$ cat src/hdl/snt_pkg.sv
// ----------------------------------------------------------------------------
// snt_pkg
// Shared types, constants, sigmoid table and helpers of the neuron trainer.
// ----------------------------------------------------------------------------
package snt_pkg;

  localparam int NUM_INPUTS = 3;
  localparam int SIG_DEPTH  = 256;

  localparam int IDX_W  = (NUM_INPUTS > 1) ? $clog2(NUM_INPUTS) : 1;
  localparam int TI_W   = $clog2(SIG_DEPTH + 1);
  localparam int P_W    = 24 + $clog2(SIG_DEPTH + 1);
  localparam int K_W    = P_W - 19;

  localparam int MA_W = 34;
  localparam int MB_W = 22;
  localparam int MP_W = MA_W + MB_W;

  localparam longint unsigned SIG_H = (64'd8 << 30) / SIG_DEPTH;

  localparam logic [1:0] FN_PERC   = 2'd0;
  localparam logic [1:0] FN_DELTA  = 2'd1;
  localparam logic [1:0] FN_LOAD   = 2'd2;
  localparam logic [1:0] FN_PRESET = 2'd3;

  localparam logic [1:0] REG_PRATE = 2'd0;
  localparam logic [1:0] REG_DRATE = 2'd1;
  localparam logic [1:0] REG_THR   = 2'd2;

  localparam logic [15:0] PRATE_RST = 16'd16384;
  localparam logic [15:0] DRATE_RST = 16'd9830;
  localparam logic [31:0] THR_RST   = 32'd655;
  localparam logic signed [23:0] W_RST = 24'sd32768;

  typedef enum logic [3:0] {
    ST_IDLE,
    ST_MAC,
    ST_NET,
    ST_PERC,
    ST_SIGT,
    ST_SIGI,
    ST_FSQ,
    ST_ESQ,
    ST_RD,
    ST_GM,
    ST_UPD,
    ST_LOAD,
    ST_DONE
  } state_t;

  typedef struct packed {
    logic       start;
    logic [1:0] func;
    logic       perc_match;
    logic       out_free;
  } stat_t;

  typedef struct packed {
    state_t           state;
    logic [IDX_W-1:0] idx;
  } ctl_t;

  typedef logic [16:0] sig_tab_t [SIG_DEPTH+1];

  function automatic longint unsigned udiv64(input longint unsigned num,
                                             input longint unsigned den);
    longint unsigned quo;
    longint unsigned rem;
    quo = '0;
    rem = '0;
    for (int b = 63; b >= 0; b--) begin
      rem = {rem[62:0], num[b]};
      if (rem >= den) begin
        rem    = rem - den;
        quo[b] = 1'b1;
      end
    end
    return quo;
  endfunction

  function automatic sig_tab_t sig_build();
    sig_tab_t          tab;
    longint unsigned   one30;
    longint unsigned   term;
    longint unsigned   r;
    longint unsigned   e;
    longint unsigned   v;
    one30 = 64'd1 << 30;
    term  = one30;
    r     = one30;
    e     = one30;
    for (int n = 1; n <= 12; n++) begin
      term = udiv64((term * SIG_H) >> 30, 64'(n));
      if ((n & 1) == 1) begin
        r = r - term;
      end else begin
        r = r + term;
      end
    end
    for (int k = 0; k <= SIG_DEPTH; k++) begin
      if (k > 0) begin
        e = (e * r + (one30 >> 1)) >> 30;
      end
      v = udiv64((one30 - e) * 64'd131072 + (one30 + e), (one30 + e) << 1);
      tab[k] = v[16:0];
    end
    return tab;
  endfunction

  localparam sig_tab_t SIG_TAB = sig_build();

  function automatic logic signed [23:0] sat24(input logic signed [34:0] v);
    if (v > 35'sd8388607) begin
      return 24'sh7FFFFF;
    end else if (v < -35'sd8388608) begin
      return 24'sh800000;
    end else begin
      return v[23:0];
    end
  endfunction

endpackage

$ cat src/hdl/snt_mul.sv
// ----------------------------------------------------------------------------
// snt_mul
// Shared signed multiplier used by every multiply step of the trainer.
// ----------------------------------------------------------------------------
module snt_mul (
  input  logic signed [snt_pkg::MA_W-1:0] a,
  input  logic signed [snt_pkg::MB_W-1:0] b,
  output logic signed [snt_pkg::MP_W-1:0] p
);
  import snt_pkg::*;

  always_comb begin
    p = MP_W'(a) * MP_W'(b);
  end

endmodule

$ cat config.mk
export PLATFORM = sky130hd
export DESIGN_NAME = snt_mul
export DESIGN_NICKNAME = d
export VERILOG_FILES = /design/src/hdl/snt_pkg.sv /design/src/hdl/snt_mul.sv
export SDC_FILE = /design/constraint.sdc
export NUM_CORES = 2
export LEC_CHECK = 0
export BUFFER_PORTS_ARGS = -buffer_cell sky130_fd_sc_hd__buf_2
export CORE_MARGIN = 1.5
export CORE_UTILIZATION = 46
export DETAILED_ROUTE_END_ITERATION = 12
export GPL_ROUTABILITY_DRIVEN = 0
export PLACE_DENSITY = 0.74
export SETUP_SLACK_MARGIN = 0.02
export SYNTH_ARGS = -nofsm -noshare
export SYNTH_HDL_FRONTEND = slang
export SYNTH_SLANG_ARGS = --single-unit
$ cat constraint.sdc
create_clock -name vclk -period 17.8
set_clock_uncertainty 0.15 [all_clocks]
set_input_delay 1.78 -clock vclk [all_inputs]
set_output_delay 1.78 -clock vclk [all_outputs]
set_load 0.005 [all_outputs]
==> out/metrics.yaml <==
placed_design:
  placed_cells: 3590
  pre_cts_slack_ps: 6190
  port_buffers: 112
  hpwl_um: 52900
timing:
  finalCritPeriodShare_pct: 65.7
  setup_viol: 0
  postLayoutSetupSlackWorst_ps: 6100
  grt_setup_unrepaired: "false"
  fin_tns_setup_ps: 0
  whs_ps: 3980
  finalCriticalPeriod_ps: 11700
  tightest_slew_ps: 1020
  drv_slew: 0
  fmax_mhz: 85.5
  hold_viol: 0
  max_slew_margin_pct: 31.7
global_route:
  grt.overflow.total: 0
  grt_max_degree: 35
  antenna_found_initial: 2
  grt_pass1_wl_um: 107000
  grt_usage_pct: 23.4
  grt_pass1_vias: 20500
routing:
  via_per_inst: 5.11
  wl_met3_um: 4400
  drc: 0
  post_drt_wl_per_cell_um: 17.4
  postRouteWirelength_um: 62700
  drt_pass1_iterations: 5
  drtIter0Drc: 1085
  num_vias: 18400
  wl_met2_um: 30900
  wl_met1_um: 25800
  top_layer_used: "met5"
  postRouteAntennaNets: 0
yosys:
  synth_area_leaders: "fa_1 (57%), inv_1 (11%), ha_1 (7.7%), and2_1 (7.2%), nand2_1 (6.6%)"
  yosysUniqueCellTypes: 59
  synth.net_count: 3829
  syn_inst: 2873
  avgSynthCellArea_um2: 9.02
  syn-cell-area_mm2: 0.0259
  yosys_warnings: 0
  yosysTopAreaCellShare_pct: 57.2
  synth_top_area_cell: "fa_1"
  yosysSeqAreaShare_pct: 0
run:
  max_cap_viol_count: 0
clocking:
  cts_setup_buffers: 0
  postCtsHoldBufs: 0
  cts_resized: 0
worst_setup_path:
  path_class: "primary input to primary output"
  critPathMaxFanout: 34
  cp.arrival_ps: 9770
  required_ps: 15870
  critPathLaunchType: "primary input"
  end_kind: "primary output"
die:
  die_h_um: 240
  die_w_um: 240
  coreArea_mm2: 0.0554
  pin_count: 112
  dieArea_mm2: 0.0578
  rows: 86
  initial_utilization_pct: 46.8
layout:
  area_growth_pct: 3.76
  multi_input_area_mm2: 0.0225
  fillCellCount: 5198
  fin_nets: 3800
  finalNonFillerCells: 3594
  nClkBuffers: 0
  drive_above_1_share_pct: 4.71
  final_common_cell: "inv_1"
  seq_cell_count: 0
  layout_common_cells: "inv_1 (752), fa_1 (741), nand2_1 (453), and2_1 (300), ha_1 (159)"
  layout.area.seq_um2: 0
run_status:
  outcome: "finished, final reports clean"
hold_path:
  hp-class: "primary input to primary output"
[cell type report]
cell class	instances	area share, %
diodes	4	0.0372
multi-input cells	1974	83.8
repair buffers	115	2.17
well taps	748	3.48
inverters	753	10.5
[logic make-up (layout without fill, tap and decap cells)]
kind of cell / Yosys count / count (layout) / synth area share [%]
multiplexers: 2 / 2 / 0.0772
adder cells (fa/ha/maj): 900 / 900 / 64.9
AO/OA/AOI/OAI: 150 / 150 / 3.91
other: 0 / 4 / 0
XOR/XNOR: 60 / 60 / 2.03
buffers and inverters: 899 / 868 / 13.0
AND/OR/NAND/NOR: 862 / 862 / 16.0
[Yosys cell counts, types with 3 or more instances]
cell type,count
inv_1,752
fa_1,741
nand2_1,453
and2_1,300
ha_1,159
clkbuf_1,137
a21oi_1,51
nor2_1,42
xnor2_1,38
a21o_1,22
xor2_1,22
o21ai_0,21
nand3_1,12
nand2b_1,9
nor3_1,9
o21bai_1,9
a31oi_1,8
nor2b_1,8
and3_1,5
buf_2,5
a211oi_1,4
a221o_1,4
buf_1,4
nand4_1,4
nand3b_1,3
o2111ai_1,3
o211ai_1,3
o21ai_2,3
or4_1,3
[layer usage]
layer  vias up  global-route usage (%)
li1       8117                       -
met1      9526                    31.6
met2       609                    40.1
met3       108                    3.24
met4         2                    5.13
met5         -                       0
[critical path, stage by stage]
cell and delay (ps):
buf_2 510, nand2_1 210, inv_1 170, fa_1 450, fa_1 620, inv_1 220
fa_1 540, inv_1 60, fa_1 480, fa_1 550, fa_1 510, inv_1 50
fa_1 500, inv_1 50, ha_1 370, and3_1 220, nand4_1 220, nor3_1 790
nand4b_1 230, a31o_2 330, a31o_1 250, o21a_1 200, o21ai_2 160, xor2_1 150
buf_2 120
[final timing paths]
check,cells past startpoint,to,from,slack [ps]
worst min-delay path,3,p[0],a[0],3980
worst max-delay path,25,p[54],b[1],6100
[metrics by stage]
stage          utilization (%)  instance area (um2)
2_1_floorplan                -                25900
3_3_place_gp              48.5                26900
3_5_place_dp              48.5                26900
4_1_cts                   48.5                26900
5_1_grt                   48.5                26900
6_report                  48.5                26900
