## config.mk

```make
export PLATFORM = sky130hd
export DESIGN_NAME = snt_ctrl
export DESIGN_NICKNAME = d
export VERILOG_FILES = /design/src/hdl/snt_pkg.sv /design/src/hdl/snt_ctrl.sv
export SDC_FILE = /design/constraint.sdc
export NUM_CORES = 1
export LEC_CHECK = 0
export ABC_AREA = 1
export BUFFER_PORTS_ARGS = -buffer_cell sky130_fd_sc_hd__buf_2
export CAP_MARGIN = 20
export CORE_AREA = 2 2 39 41
export CTS_BUF_LIST = sky130_fd_sc_hd__clkbuf_8
export CTS_CLUSTER_DIAMETER = 30
export DETAILED_ROUTE_END_ITERATION = 12
export DIE_AREA = 0 0 41 43
export HOLD_SLACK_MARGIN = 0.12
export MAX_ROUTING_LAYER = met4
export REMOVE_ABC_BUFFERS = 1
export SLEW_MARGIN = 20
export SYNTH_ARGS = -nofsm -noshare
export SYNTH_HDL_FRONTEND = slang
export SYNTH_SLANG_ARGS = --single-unit
```

## constraint.sdc

```tcl
create_clock -name clk -period 2.29 [get_ports clk]
set_input_delay 0.1145 -clock clk [delete_from_list [all_inputs] [get_ports clk]]
set_output_delay 0.1145 -clock clk [all_outputs]
set_load 0.1 [all_outputs]
```

## src/hdl/snt_pkg.sv

```systemverilog
// ----------------------------------------------------------------------------
// snt_pkg
// Shared types, constants, sigmoid table and helpers of the neuron trainer.
// ----------------------------------------------------------------------------
package snt_pkg;

  localparam int NUM_INPUTS = 3;
  localparam int SIG_DEPTH  = 256;

  localparam int IDX_W  = (NUM_INPUTS > 1) ? $clog2(NUM_INPUTS) : 1;
  localparam int TI_W   = $clog2(SIG_DEPTH + 1);
  localparam int P_W    = 24 + $clog2(SIG_DEPTH + 1);
  localparam int K_W    = P_W - 19;

  localparam int MA_W = 34;
  localparam int MB_W = 22;
  localparam int MP_W = MA_W + MB_W;

  localparam longint unsigned SIG_H = (64'd8 << 30) / SIG_DEPTH;

  localparam logic [1:0] FN_PERC   = 2'd0;
  localparam logic [1:0] FN_DELTA  = 2'd1;
  localparam logic [1:0] FN_LOAD   = 2'd2;
  localparam logic [1:0] FN_PRESET = 2'd3;

  localparam logic [1:0] REG_PRATE = 2'd0;
  localparam logic [1:0] REG_DRATE = 2'd1;
  localparam logic [1:0] REG_THR   = 2'd2;

  localparam logic [15:0] PRATE_RST = 16'd16384;
  localparam logic [15:0] DRATE_RST = 16'd9830;
  localparam logic [31:0] THR_RST   = 32'd655;
  localparam logic signed [23:0] W_RST = 24'sd32768;

  typedef enum logic [3:0] {
    ST_IDLE,
    ST_MAC,
    ST_NET,
    ST_PERC,
    ST_SIGT,
    ST_SIGI,
    ST_FSQ,
    ST_ESQ,
    ST_RD,
    ST_GM,
    ST_UPD,
    ST_LOAD,
    ST_DONE
  } state_t;

  typedef struct packed {
    logic       start;
    logic [1:0] func;
    logic       perc_match;
    logic       out_free;
  } stat_t;

  typedef struct packed {
    state_t           state;
    logic [IDX_W-1:0] idx;
  } ctl_t;

  typedef logic [16:0] sig_tab_t [SIG_DEPTH+1];

  function automatic longint unsigned udiv64(input longint unsigned num,
                                             input longint unsigned den);
    longint unsigned quo;
    longint unsigned rem;
    quo = '0;
    rem = '0;
    for (int b = 63; b >= 0; b--) begin
      rem = {rem[62:0], num[b]};
      if (rem >= den) begin
        rem    = rem - den;
        quo[b] = 1'b1;
      end
    end
    return quo;
  endfunction

  function automatic sig_tab_t sig_build();
    sig_tab_t          tab;
    longint unsigned   one30;
    longint unsigned   term;
    longint unsigned   r;
    longint unsigned   e;
    longint unsigned   v;
    one30 = 64'd1 << 30;
    term  = one30;
    r     = one30;
    e     = one30;
    for (int n = 1; n <= 12; n++) begin
      term = udiv64((term * SIG_H) >> 30, 64'(n));
      if ((n & 1) == 1) begin
        r = r - term;
      end else begin
        r = r + term;
      end
    end
    for (int k = 0; k <= SIG_DEPTH; k++) begin
      if (k > 0) begin
        e = (e * r + (one30 >> 1)) >> 30;
      end
      v = udiv64((one30 - e) * 64'd131072 + (one30 + e), (one30 + e) << 1);
      tab[k] = v[16:0];
    end
    return tab;
  endfunction

  localparam sig_tab_t SIG_TAB = sig_build();

  function automatic logic signed [23:0] sat24(input logic signed [34:0] v);
    if (v > 35'sd8388607) begin
      return 24'sh7FFFFF;
    end else if (v < -35'sd8388608) begin
      return 24'sh800000;
    end else begin
      return v[23:0];
    end
  endfunction

endpackage

```

## src/hdl/snt_ctrl.sv

```systemverilog
// ----------------------------------------------------------------------------
// snt_ctrl
// Step sequencer: walks one item through its multiply, sigmoid, update or load steps.
// ----------------------------------------------------------------------------
module snt_ctrl (
  input  logic           clk,
  input  logic           rst,
  input  snt_pkg::stat_t stat,
  output snt_pkg::ctl_t  ctl
);
  import snt_pkg::*;

  state_t           state;
  state_t           state_next;
  logic [IDX_W-1:0] idx;
  logic [IDX_W-1:0] idx_next;
  logic             last;

  assign last = (idx == IDX_W'(NUM_INPUTS - 1));
  assign ctl.state = state;
  assign ctl.idx   = idx;

  always_ff @(posedge clk) begin
    if (rst) begin
      state <= ST_IDLE;
      idx   <= '0;
    end else begin
      state <= state_next;
      idx   <= idx_next;
    end
  end

  always_comb begin
    state_next = state;
    idx_next   = idx;
    case (state)
      ST_IDLE: begin
        idx_next = '0;
        if (stat.start) begin
          if (stat.func == FN_PERC || stat.func == FN_DELTA) begin
            state_next = ST_MAC;
          end else begin
            state_next = ST_LOAD;
          end
        end
      end
      ST_MAC: begin
        if (last) begin
          state_next = ST_NET;
          idx_next   = '0;
        end else begin
          idx_next = idx + 1'b1;
        end
      end
      ST_NET: begin
        state_next = (stat.func == FN_PERC) ? ST_PERC : ST_SIGT;
      end
      ST_PERC: begin
        state_next = stat.perc_match ? ST_DONE : ST_UPD;
      end
      ST_SIGT: state_next = ST_SIGI;
      ST_SIGI: state_next = ST_FSQ;
      ST_FSQ:  state_next = ST_ESQ;
      ST_ESQ:  state_next = ST_RD;
      ST_RD:   state_next = ST_GM;
      ST_GM:   state_next = ST_UPD;
      ST_UPD: begin
        if (last) begin
          state_next = ST_DONE;
          idx_next   = '0;
        end else begin
          idx_next = idx + 1'b1;
        end
      end
      ST_LOAD: state_next = ST_DONE;
      ST_DONE: begin
        if (stat.out_free) begin
          state_next = ST_IDLE;
        end
      end
      default: state_next = ST_IDLE;
    endcase
  end

endmodule

```

==> metrics.cfg, run 1 <==
[run_status]
outcome=complete, no violations

[critical_path]
cpPeakStageDelay_ns=0.49
crit_path_end_kind=primary output
path_max_fanout=9
critPathLaunchType=flip-flop
timing.rr.start=state[0]$_SDFFE_PP0P_
worst-path-buf-inv=1
startpoint=state[0]$_SDFFE_PP0P_
crit_family=buffers and inverters
worst_ep_arrival_time_ns=1.18
worst_path_max_delay_cell=buf_2
required_ns=2.18
path_cells=buf_2
crit_type=reg -> out

[grt]
grt_pass1_vias=427
grt_max_degree=10
antenna_found_initial=0
grt_pass1_wl_um=1600
groute.usage.overall=0.1383
grt-ovfl-total=0

[timing]
clock_skew_ns=0.001193
rsz0062_at_grt=false
hold_slack_ns=0.1299
final-max-slew-violation-count=0
max_freq_mhz=771.4
setup_viol=0
hold_violations=0
tightest_slew_ns=0.4864
post-route-period-util=0.5661
fin_crit_ns=1.296
tns_ns=0
fin_ws_ns=0.9936
timing.slew.headroom=0.6779

[clock_tree]
cts_resized=0
clk_pin_slew_ns=0.03
cts_hold_buf=0
cts_made_buffers=3
clockBufferDepth=2
post_cts_buffers=0
cts_tree=done
h-tree-depth=1
insertion_delay_ns=0.22
cts_sinks=6
root_buffer=clkbuf_8

[min_path]
min_path_type=in -> reg
min_from=rst

[synthesis]
syn-cell-area_um2=430.4
synth.top_cell.area_share=0.2791
synthTopCellsByArea=dfxtp_1 28%, nand2_1 21%, nor2_1 10%
postSynthCellCount=75
async_flop_share=0
yosysTopAreaCell=dfxtp_1
synth-edff-count=0
synth_ff_type=dfxtp_1
synth_cell_types=16
ys.warnings.count=0
ys_seq_area_frac=0.2791
ys_ff_latch=6
avgSynthCellArea_um2=5.739

[detailed_routing]
num_vias=480
wl_per_cell_um=9.229
drtAntennaViolNets=0
wirelength_um=969
drc=0
drt_first_pass_iters=4
viasPerCell=4.571
drtIter0Drc=5

[cells_and_area]
area_growth_pct=25.58
fillers=155
postLayoutCellArea_um2=540.5
layout-drive-gt1-share=0.2472
layout_commonest_cell=nand2_1
num_antenna_cells=0
multi_input_area_um2=261.5
seqCellArea_um2=120.1
nets=98
mostFrequentLayoutCells=24 x nand2_1, 12 x nor2_1, 12 x buf_2

[place]
portBuffers=12
gp_congestion=0.7831
dp_slack_ns=1.069
dpl.hpwl_um=790.7
placed_area_um2=499.2

[die]
die-width_um=41
fp.dieArea_um2=1763
coreArea_um2=1384
num_rows=14
die_h_um=43
initial_core_util=0.3110
pin_count=13

[job]
drv_cap=0

flip-flops by register name, indices dropped and copies added (netlist names):
register / count
idx: 2
state: 4
cell usage after synthesis, types with 2 or more instances:
cell,n
a21oi_1,5
nand3_1,7
inv_2,2
nand2_1,24
nor2_1,12
inv_1,8
dfxtp_1,6
nor2_2,3
kinds of logic (layout without fill, tap and decap cells):
kind of cell           count (synthesis)  in the layout  share of synthesized area
AO/OA/AOI/OAI                          9              9                     0.1250
buffers and inverters                 11             25                     0.1134
flip-flops                             6              6                     0.2791
AND/OR/NAND/NOR                       49             49                     0.4826
final timing paths:
check / end / slack (ns) / depth (start not counted)
worst min-delay path: idx[1]$_SDFFE_PP0P_ / 0.13 / 2
worst max register to register: state[0]$_SDFFE_PP0P_ / 1.06 / 8
worst max-delay path: ctl[2] / 0.99 / 1
worst min register to register: idx[1]$_SDFFE_PP0P_ / 0.54 / 2
metrics by stage:
stage,cells,util
global placement,102,0.3608
global route,105,0.3906
detailed placement,102,0.3608
floorplan,74,-
CTS,105,0.3906
finish,105,0.3906
area by class of cell:
cell class | count | area share
Clock buffer | 3 | 0.07639
Timing Repair Buffer | 12 | 0.1111
Multi-Input combinational cell | 58 | 0.4838
Tap cell | 16 | 0.03704
Inverter | 10 | 0.06944
Sequential cell | 6 | 0.2222
routing by layer:
| layer | vias up | GRT usage | share of wire |
|---|---|---|---|
| li1 | 265 | - | - |
| met1 | 201 | 0.1753 | 0.49 |
| met2 | 12 | 0.1844 | 0.42 |
| met3 | 2 | 0.03141 | 0.064 |
| met4 | 0 | 0.1000 | 0.019 |
| met5 | - | - | 0 |
Power of run 1 is left out: the tool's default activity adds up to more than one toggle a clock period on the data nets, which glitch-free logic cannot reach.
==> inputs of run 2 (changes only) <==
==> constraint.sdc (replaced) <==
create_clock -name clk -period 1.16 [get_ports clk]
set_input_delay 0.058 -clock clk [delete_from_list [all_inputs] [get_ports clk]]
set_output_delay 0.058 -clock clk [all_outputs]
set_load 0.1 [all_outputs]
==> run 2 against run 1 <==
Worst hold slack improved by 0.040 ns. Clock skew fell by 0.00069 ns. Highest routed layer unchanged. Final cell count rose by 10%. Wire length rose by 14%. Sequential share of layout area fell by 4.6 points.
==> metrics.cfg, run 2 (synthesized netlist as in run 1, its figures left out) <==
[die]
fp.dieArea_um2=1763  ; unchanged
num_rows=14  ; unchanged
die_h_um=43  ; unchanged
coreArea_um2=1384  ; unchanged
pin_count=13  ; unchanged
die-width_um=41  ; unchanged
initial_core_util=0.3110  ; unchanged

[timing]
max_freq_mhz=898.1
rsz0062_at_grt=true  ; was false
setup_viol=0  ; unchanged
hold_violations=0  ; unchanged
final-max-slew-violation-count=0  ; unchanged
hold_slack_ns=0.1701  ; was 0.1299 ns
tightest_slew_ns=0.4843  ; was 0.4864 ns
timing.slew.headroom=0.6793  ; was 0.6779
post-route-period-util=0.9598
clock_skew_ns=0.0005012  ; was 0.001193 ns
fin_crit_ns=1.113

[detailed_routing]
num_vias=533  ; was 480
drc=0  ; unchanged
wl_per_cell_um=9.491  ; was 9.229 µm
drtAntennaViolNets=0  ; unchanged
drt_first_pass_iters=4  ; unchanged
drtIter0Drc=14  ; was 5
wirelength_um=1101  ; was 969 µm
viasPerCell=4.595  ; was 4.571

[place]
portBuffers=12  ; unchanged
dpl.hpwl_um=868.5  ; was 790.7 µm
dp.cells=112  ; was 102
gp_congestion=0.8446  ; was 0.7831

[cells_and_area]
num_antenna_cells=0  ; unchanged
area_growth_pct=78.49  ; was 25.58%
largest_register_ffs=4  ; unchanged
layout_commonest_cell=nand2_1  ; unchanged
layout-drive-gt1-share=0.4800  ; was 0.2472
top_register=state  ; unchanged
reg.largest.list=state (4), idx (2)  ; unchanged
nets=109  ; was 98
mostFrequentLayoutCells=20 x nand2_1, 10 x buf_4  ; was 24 x nand2_1, 12 x nor2_1, 12 x buf_2
instances_no_fill=116  ; was 105

[pwr]
seqPwrFrac=0.176
p_switching_w=0.001285
powerDensity_nw_per_um2=3234
ir_worst_vdd_v=0.002206
p_clk_frac=0.122
p_leak_nw=0.3646
comb_power_share=0.702
intPower_w=0.001200
switching_share=0.5171

[critical_path]
required_ns=1.30  ; was 2.18 ns
path_max_fanout=7  ; was 9
crit_type=reg -> reg  ; was reg -> out
r2r_slack_ns=0.05  ; was 1.06 ns
crit_path_end_kind=flip-flop  ; was primary output
worst_ep_arrival_time_ns=1.25  ; was 1.18 ns
timing.rr.start=state[0]$_SDFFE_PP0P_  ; unchanged
r2r-end=state[0]$_SDFFE_PP0P_  ; unchanged
reg2regPathDepth=8  ; unchanged
critPathLaunchType=flip-flop  ; unchanged

[min_path]
holdPathEnd=state[2]$_SDFFE_PP0P_  ; was idx[1]$_SDFFE_PP0P_
hold_depth=4  ; was 2
min_from=stat[0]  ; was rst
min_path_type=in -> reg  ; unchanged

[grt]
groute.usage.overall=0.1485  ; was 0.1383
grt_max_degree=8  ; was 10
grt_pass1_vias=465  ; was 427
grt-ovfl-total=0  ; unchanged
grt_pass1_wl_um=1766  ; was 1600 µm
antenna_found_initial=0  ; unchanged

[clock_tree]
root_buffer=clkbuf_8  ; unchanged
h-tree-depth=1  ; unchanged
cts_tree=done  ; unchanged
insertion_delay_ns=0.22  ; about the same
post_cts_buffers=0  ; unchanged
clockBufferDepth=2  ; unchanged
cts_made_buffers=3  ; unchanged
cts_sinks=6  ; unchanged
clk_pin_slew_ns=0.04  ; was 0.03 ns

[run_status]
outcome=complete, no violations  ; unchanged

[job]
drv_cap=0  ; unchanged

run 2: how the worst max path moves through the flow:
| stage | startpoint | endpoint | slack [ns] | depth (start not counted) |
|---|---|---|---|---|
| final | state[0]$_SDFFE_PP0P_ | state[0]$_SDFFE_PP0P_ | 0.05 | 8 |
| after global routing | state[0]$_SDFFE_PP0P_ | state[3]$_SDFFE_PP0P_ | -0.03 | 9 |
| after CTS | state[2]$_SDFFE_PP0P_ | idx[0]$_SDFFE_PP0P_ | -0.0002 | 6 |
| after detailed placement | state[2]$_SDFFE_PP0P_ | state[0]$_SDFFE_PP0P_ | -0.04 | 8 |
| after global placement | state[2]$_SDFFE_PP0P_ | state[0]$_SDFFE_PP0P_ | -0.02 | 8 |
| after floorplan | state[0]$_SDFFE_PP0P_ | state[3]$_SDFFE_PP0P_ | -0.66 | 9 |
run 2: what timing repair did:
item / 4_1_cts / 5_1_grt
gates resized for setup: 4 / 21
pin swaps: 0 / 4
setup endpoints to repair: 5 / 6
hold endpoints to repair: 5 / 4
run 2: area by class of cell:
type                    count  area, µm²
flip-flops and latches      6      135.1
repair buffers             23      220.2
well taps                  16      20.02
multi-input cells          58      311.5
fillers                   124      615.6
clock buffers               3      41.29
inverters                  10      40.04
run 2: per-layer routing:
layer	GRT usage	routed length, µm	vias up
met1	0.1780	486	233
met2	0.2313	577	10
met3	0.03141	30	2
li1	-	-	288
met5	-	0	-
met4	0.06000	6	0
run 2: worst max-delay path, stage by stage, from the launching register on:
cell and delay [ns]:
dfxtp_4 0.38, inv_1 0.05, nand2_1 0.09, nor2_4 0.05
nand2_2 0.07, nand2_2 0.07, nor2_4 0.13, nand2_1 0.06
a21oi_1 0.13
run 2: through the flow:
stage | utilization | power, W | setup TNS, ns | instance area, µm² | setup slack, ns
after floorplan | - | 0.001388 | -3.696 | 419.2 | -0.6616
after global placement | 0.4693 | 0.001964 | -0.08804 | 649.4 | -0.02494
after detailed placement | 0.4693 | 0.001985 | -0.1374 | 649.4 | -0.04180
after CTS | 0.5027 | 0.002309 | -0.0002008 | 695.7 | -0.0002008
after global routing | 0.5552 | 0.002633 | -0.09818 | 768.2 | -0.03238
final | 0.5552 | 0.002484 | 0 | 768.2 | 0.04658
run 2: power by group through the flow:
stage / combinational (W) / clock, W / sequential, W
after detailed placement: 0.00161 / 0 / 0.000377
after CTS: 0.00161 / 0.000308 / 0.000387
after global placement: 0.00159 / 0 / 0.000374
final: 0.00174 / 0.000302 / 0.000438
after global routing: 0.00186 / 0.000321 / 0.000454
after floorplan: 0.000516 / 0 / 0.000872
Note: power is estimated with default switching activity, not from simulation.
==> inputs of run 3 (changes only) <==
==> constraint.sdc (replaced) <==
create_clock -name clk -period 1.16 [get_ports clk]
set_input_delay 0.232 -clock clk [delete_from_list [all_inputs] [get_ports clk]]
set_output_delay 0.232 -clock clk [all_outputs]
set_load 0.1 [all_outputs]
==> run 3 against run 2 <==
Flip-flop and latch count unchanged. Wire length increased by 26%. First-iteration DRC count decreased by 57%. Fmax decreased by 5.1%. Total power increased by 8.5%. Clock skew increased by 0.00053 ns. Non-clock buffer count increased by 1. Final cell count increased by 0.86%. Sequential power increased by 3%. Setup slack got worse by 0.060 ns. Global-route usage increased by 2.1 points. The flow now finishes with violations (setup timing). Die area unchanged.
==> metrics.cfg, run 3 (synthesized netlist as in run 1, its figures left out) <==
[grt]
grt-ovfl-total=0  ; unchanged
grt_pass1_vias=550  ; was 465
grt_max_degree=8  ; unchanged
groute.usage.overall=0.1692  ; was 0.1485
antenna_found_initial=0  ; unchanged
grt_pass1_wl_um=1980  ; was 1766 µm

[cells_and_area]
fillers=118  ; was 124
reg.largest.list=state (4), idx (2)  ; unchanged
multi_input_area_um2=327.8  ; was 311.5 µm²
top_register=state  ; unchanged
instances_no_fill=117  ; was 116
nets=110  ; was 109
seqCellArea_um2=135.1  ; unchanged
largest_register_ffs=4  ; unchanged
mostFrequentLayoutCells=16 x nand2_1, 12 x buf_4, 10 x nor2_1  ; was 20 x nand2_1, 10 x buf_4
num_antenna_cells=0  ; unchanged
layout_commonest_cell=nand2_1  ; unchanged
layout-drive-gt1-share=0.5248  ; was 0.4800
area_growth_pct=87.50  ; was 78.49%

[timing]
rsz0062_at_grt=true  ; unchanged
hold_slack_ns=0.2531  ; was 0.1701 ns
final-max-slew-violation-count=0  ; unchanged
setup_viol=3  ; was 0
timing.slew.headroom=0.8350  ; was 0.6793
tightest_slew_ns=0.2466  ; was 0.4843 ns
clock_skew_ns=0.001028  ; was 0.0005012 ns
max_freq_mhz=852.3  ; was 898.1 MHz
fin_crit_ns=1.173  ; was 1.113 ns
hold_violations=0  ; unchanged
post-route-period-util=1.011  ; was 0.9598
fin_ws_ns=-0.01329  ; was 0.04658 ns

[clock_tree]
insertion_delay_ns=0.22  ; about the same
cts_tree=done  ; unchanged
root_buffer=clkbuf_8  ; unchanged
clockBufferDepth=2  ; unchanged
clk_pin_slew_ns=0.04  ; about the same
cts_made_buffers=3  ; unchanged
h-tree-depth=1  ; unchanged
cts_sinks=6  ; unchanged

[pwr]
powerDensity_nw_per_um2=3341  ; was 3234 nW/µm²
ir_worst_vdd_v=0.001873  ; was 0.002206 V
p_leak_nw=0.3761  ; was 0.3646 nW

[detailed_routing]
num_vias=576  ; was 533
drt_first_pass_iters=4  ; unchanged
drtAntennaViolNets=0  ; unchanged
drc=0  ; unchanged
drtIter0Drc=6  ; was 14
wl_per_cell_um=11.89  ; was 9.491 µm
wirelength_um=1391  ; was 1101 µm
viasPerCell=4.923  ; was 4.595

[place]
dp.cells=112  ; unchanged
gp_congestion=0.8604  ; was 0.8446
portBuffers=12  ; unchanged
dpl.hpwl_um=879.1  ; was 868.5 µm

[run_status]
violations=setup timing
outcome=finished, violations left  ; was complete, no violations

[die]
initial_core_util=0.3110  ; unchanged
num_rows=14  ; unchanged
pin_count=13  ; unchanged
die_h_um=43  ; unchanged
die-width_um=41  ; unchanged
fp.dieArea_um2=1763  ; unchanged
coreArea_um2=1384  ; unchanged

[critical_path]
required_ns=1.27  ; was 1.30 ns
crit_path_end_kind=flip-flop  ; unchanged
worst_ep_arrival_time_ns=1.28  ; was 1.25 ns
critPathLaunchType=flip-flop  ; unchanged
path_max_fanout=6  ; was 7
crit_type=reg -> reg  ; unchanged

[min_path]
min_path_type=in -> reg  ; unchanged

[job]
drv_cap=0  ; unchanged

-- run 3: cell types whose count changed in the layout (fill, tap and decap cells not counted), moves of 2 or more --
cell	change
nand2_4	+2
buf_4	+2
nand2_1	-4
nor2_2	-3
nor2_1	+3
nand2_2	+2
-- run 3: area by class of cell --
type | count | share of cell area
clock buffer | 3 | 0.05116
multi-input combinational | 58 | 0.4062
timing repair buffer | 24 | 0.2977
inverter | 10 | 0.05271
tap | 16 | 0.02481
sequential | 6 | 0.1674
-- run 3: stage by stage --
step,power (W),instance area (µm²),utilization,setup slack [ns],setup TNS (ns)
2_1_floorplan,0.001388,419.2,-,-0.6616,-4.098
3_3_place_gp,0.002031,664.4,0.4801,-0.04729,-0.1082
3_5_place_dp,0.002042,664.4,0.4801,-0.05209,-0.1561
4_1_cts,0.002467,733.2,0.5298,-0.001339,-0.001339
5_1_grt,0.002830,807.0,0.5832,-0.09459,-0.3038
6_report,0.002696,807.0,0.5832,-0.01329,-0.02586
-- run 3: critical path, cell delays in order, from the launching register on --
cell and delay, ns:
dfxtp_4 0.39, inv_2 0.06, nand2_4 0.06, nor2_4 0.04
nand2_2 0.08, nand2_2 0.07, nor2_4 0.16, nand2_1 0.08
nand2_1 0.07, nor2_1 0.04
-- run 3: worst paths after layout --
| check | startpoint | endpoint | slack, ns | depth (start not counted) |
|---|---|---|---|---|
| max | state[3]$_SDFFE_PP0P_ | state[3]$_SDFFE_PP0P_ | -0.01 | 9 |
| min reg2reg | state[3]$_SDFFE_PP0P_ | state[3]$_SDFFE_PP0P_ | 0.55 | 2 |
| max reg2reg | state[3]$_SDFFE_PP0P_ | state[3]$_SDFFE_PP0P_ | -0.01 | 9 |
| min | rst | state[2]$_SDFFE_PP0P_ | 0.25 | 2 |
-- run 3: metal layers --
metal / GRT usage / wire length (µm) / part of all wire
met3: 0.03141 / 60 / 0.043
met5: - / 0 / 0
met2: 0.2719 / 785 / 0.56
met4: 0.1200 / 38 / 0.027
met1: 0.1721 / 507 / 0.36
-- run 3: timing repair --
item                                    CTS  global route
hold buffers                              0             0
resized for setup                        10            21
pin swaps                                 2             8
cloned                                    0             0
endpoints found under the setup margin    9            10
setup buffers                             0             2
hold endpoints to repair                  0             0
-- run 3: report_power, final --
part,switching (W),internal (W),total [W]
registers,0.000141,0.000310,0.000451
clock network,0.0000885,0.000223,0.000311
logic,0.00116,0.000772,0.00193
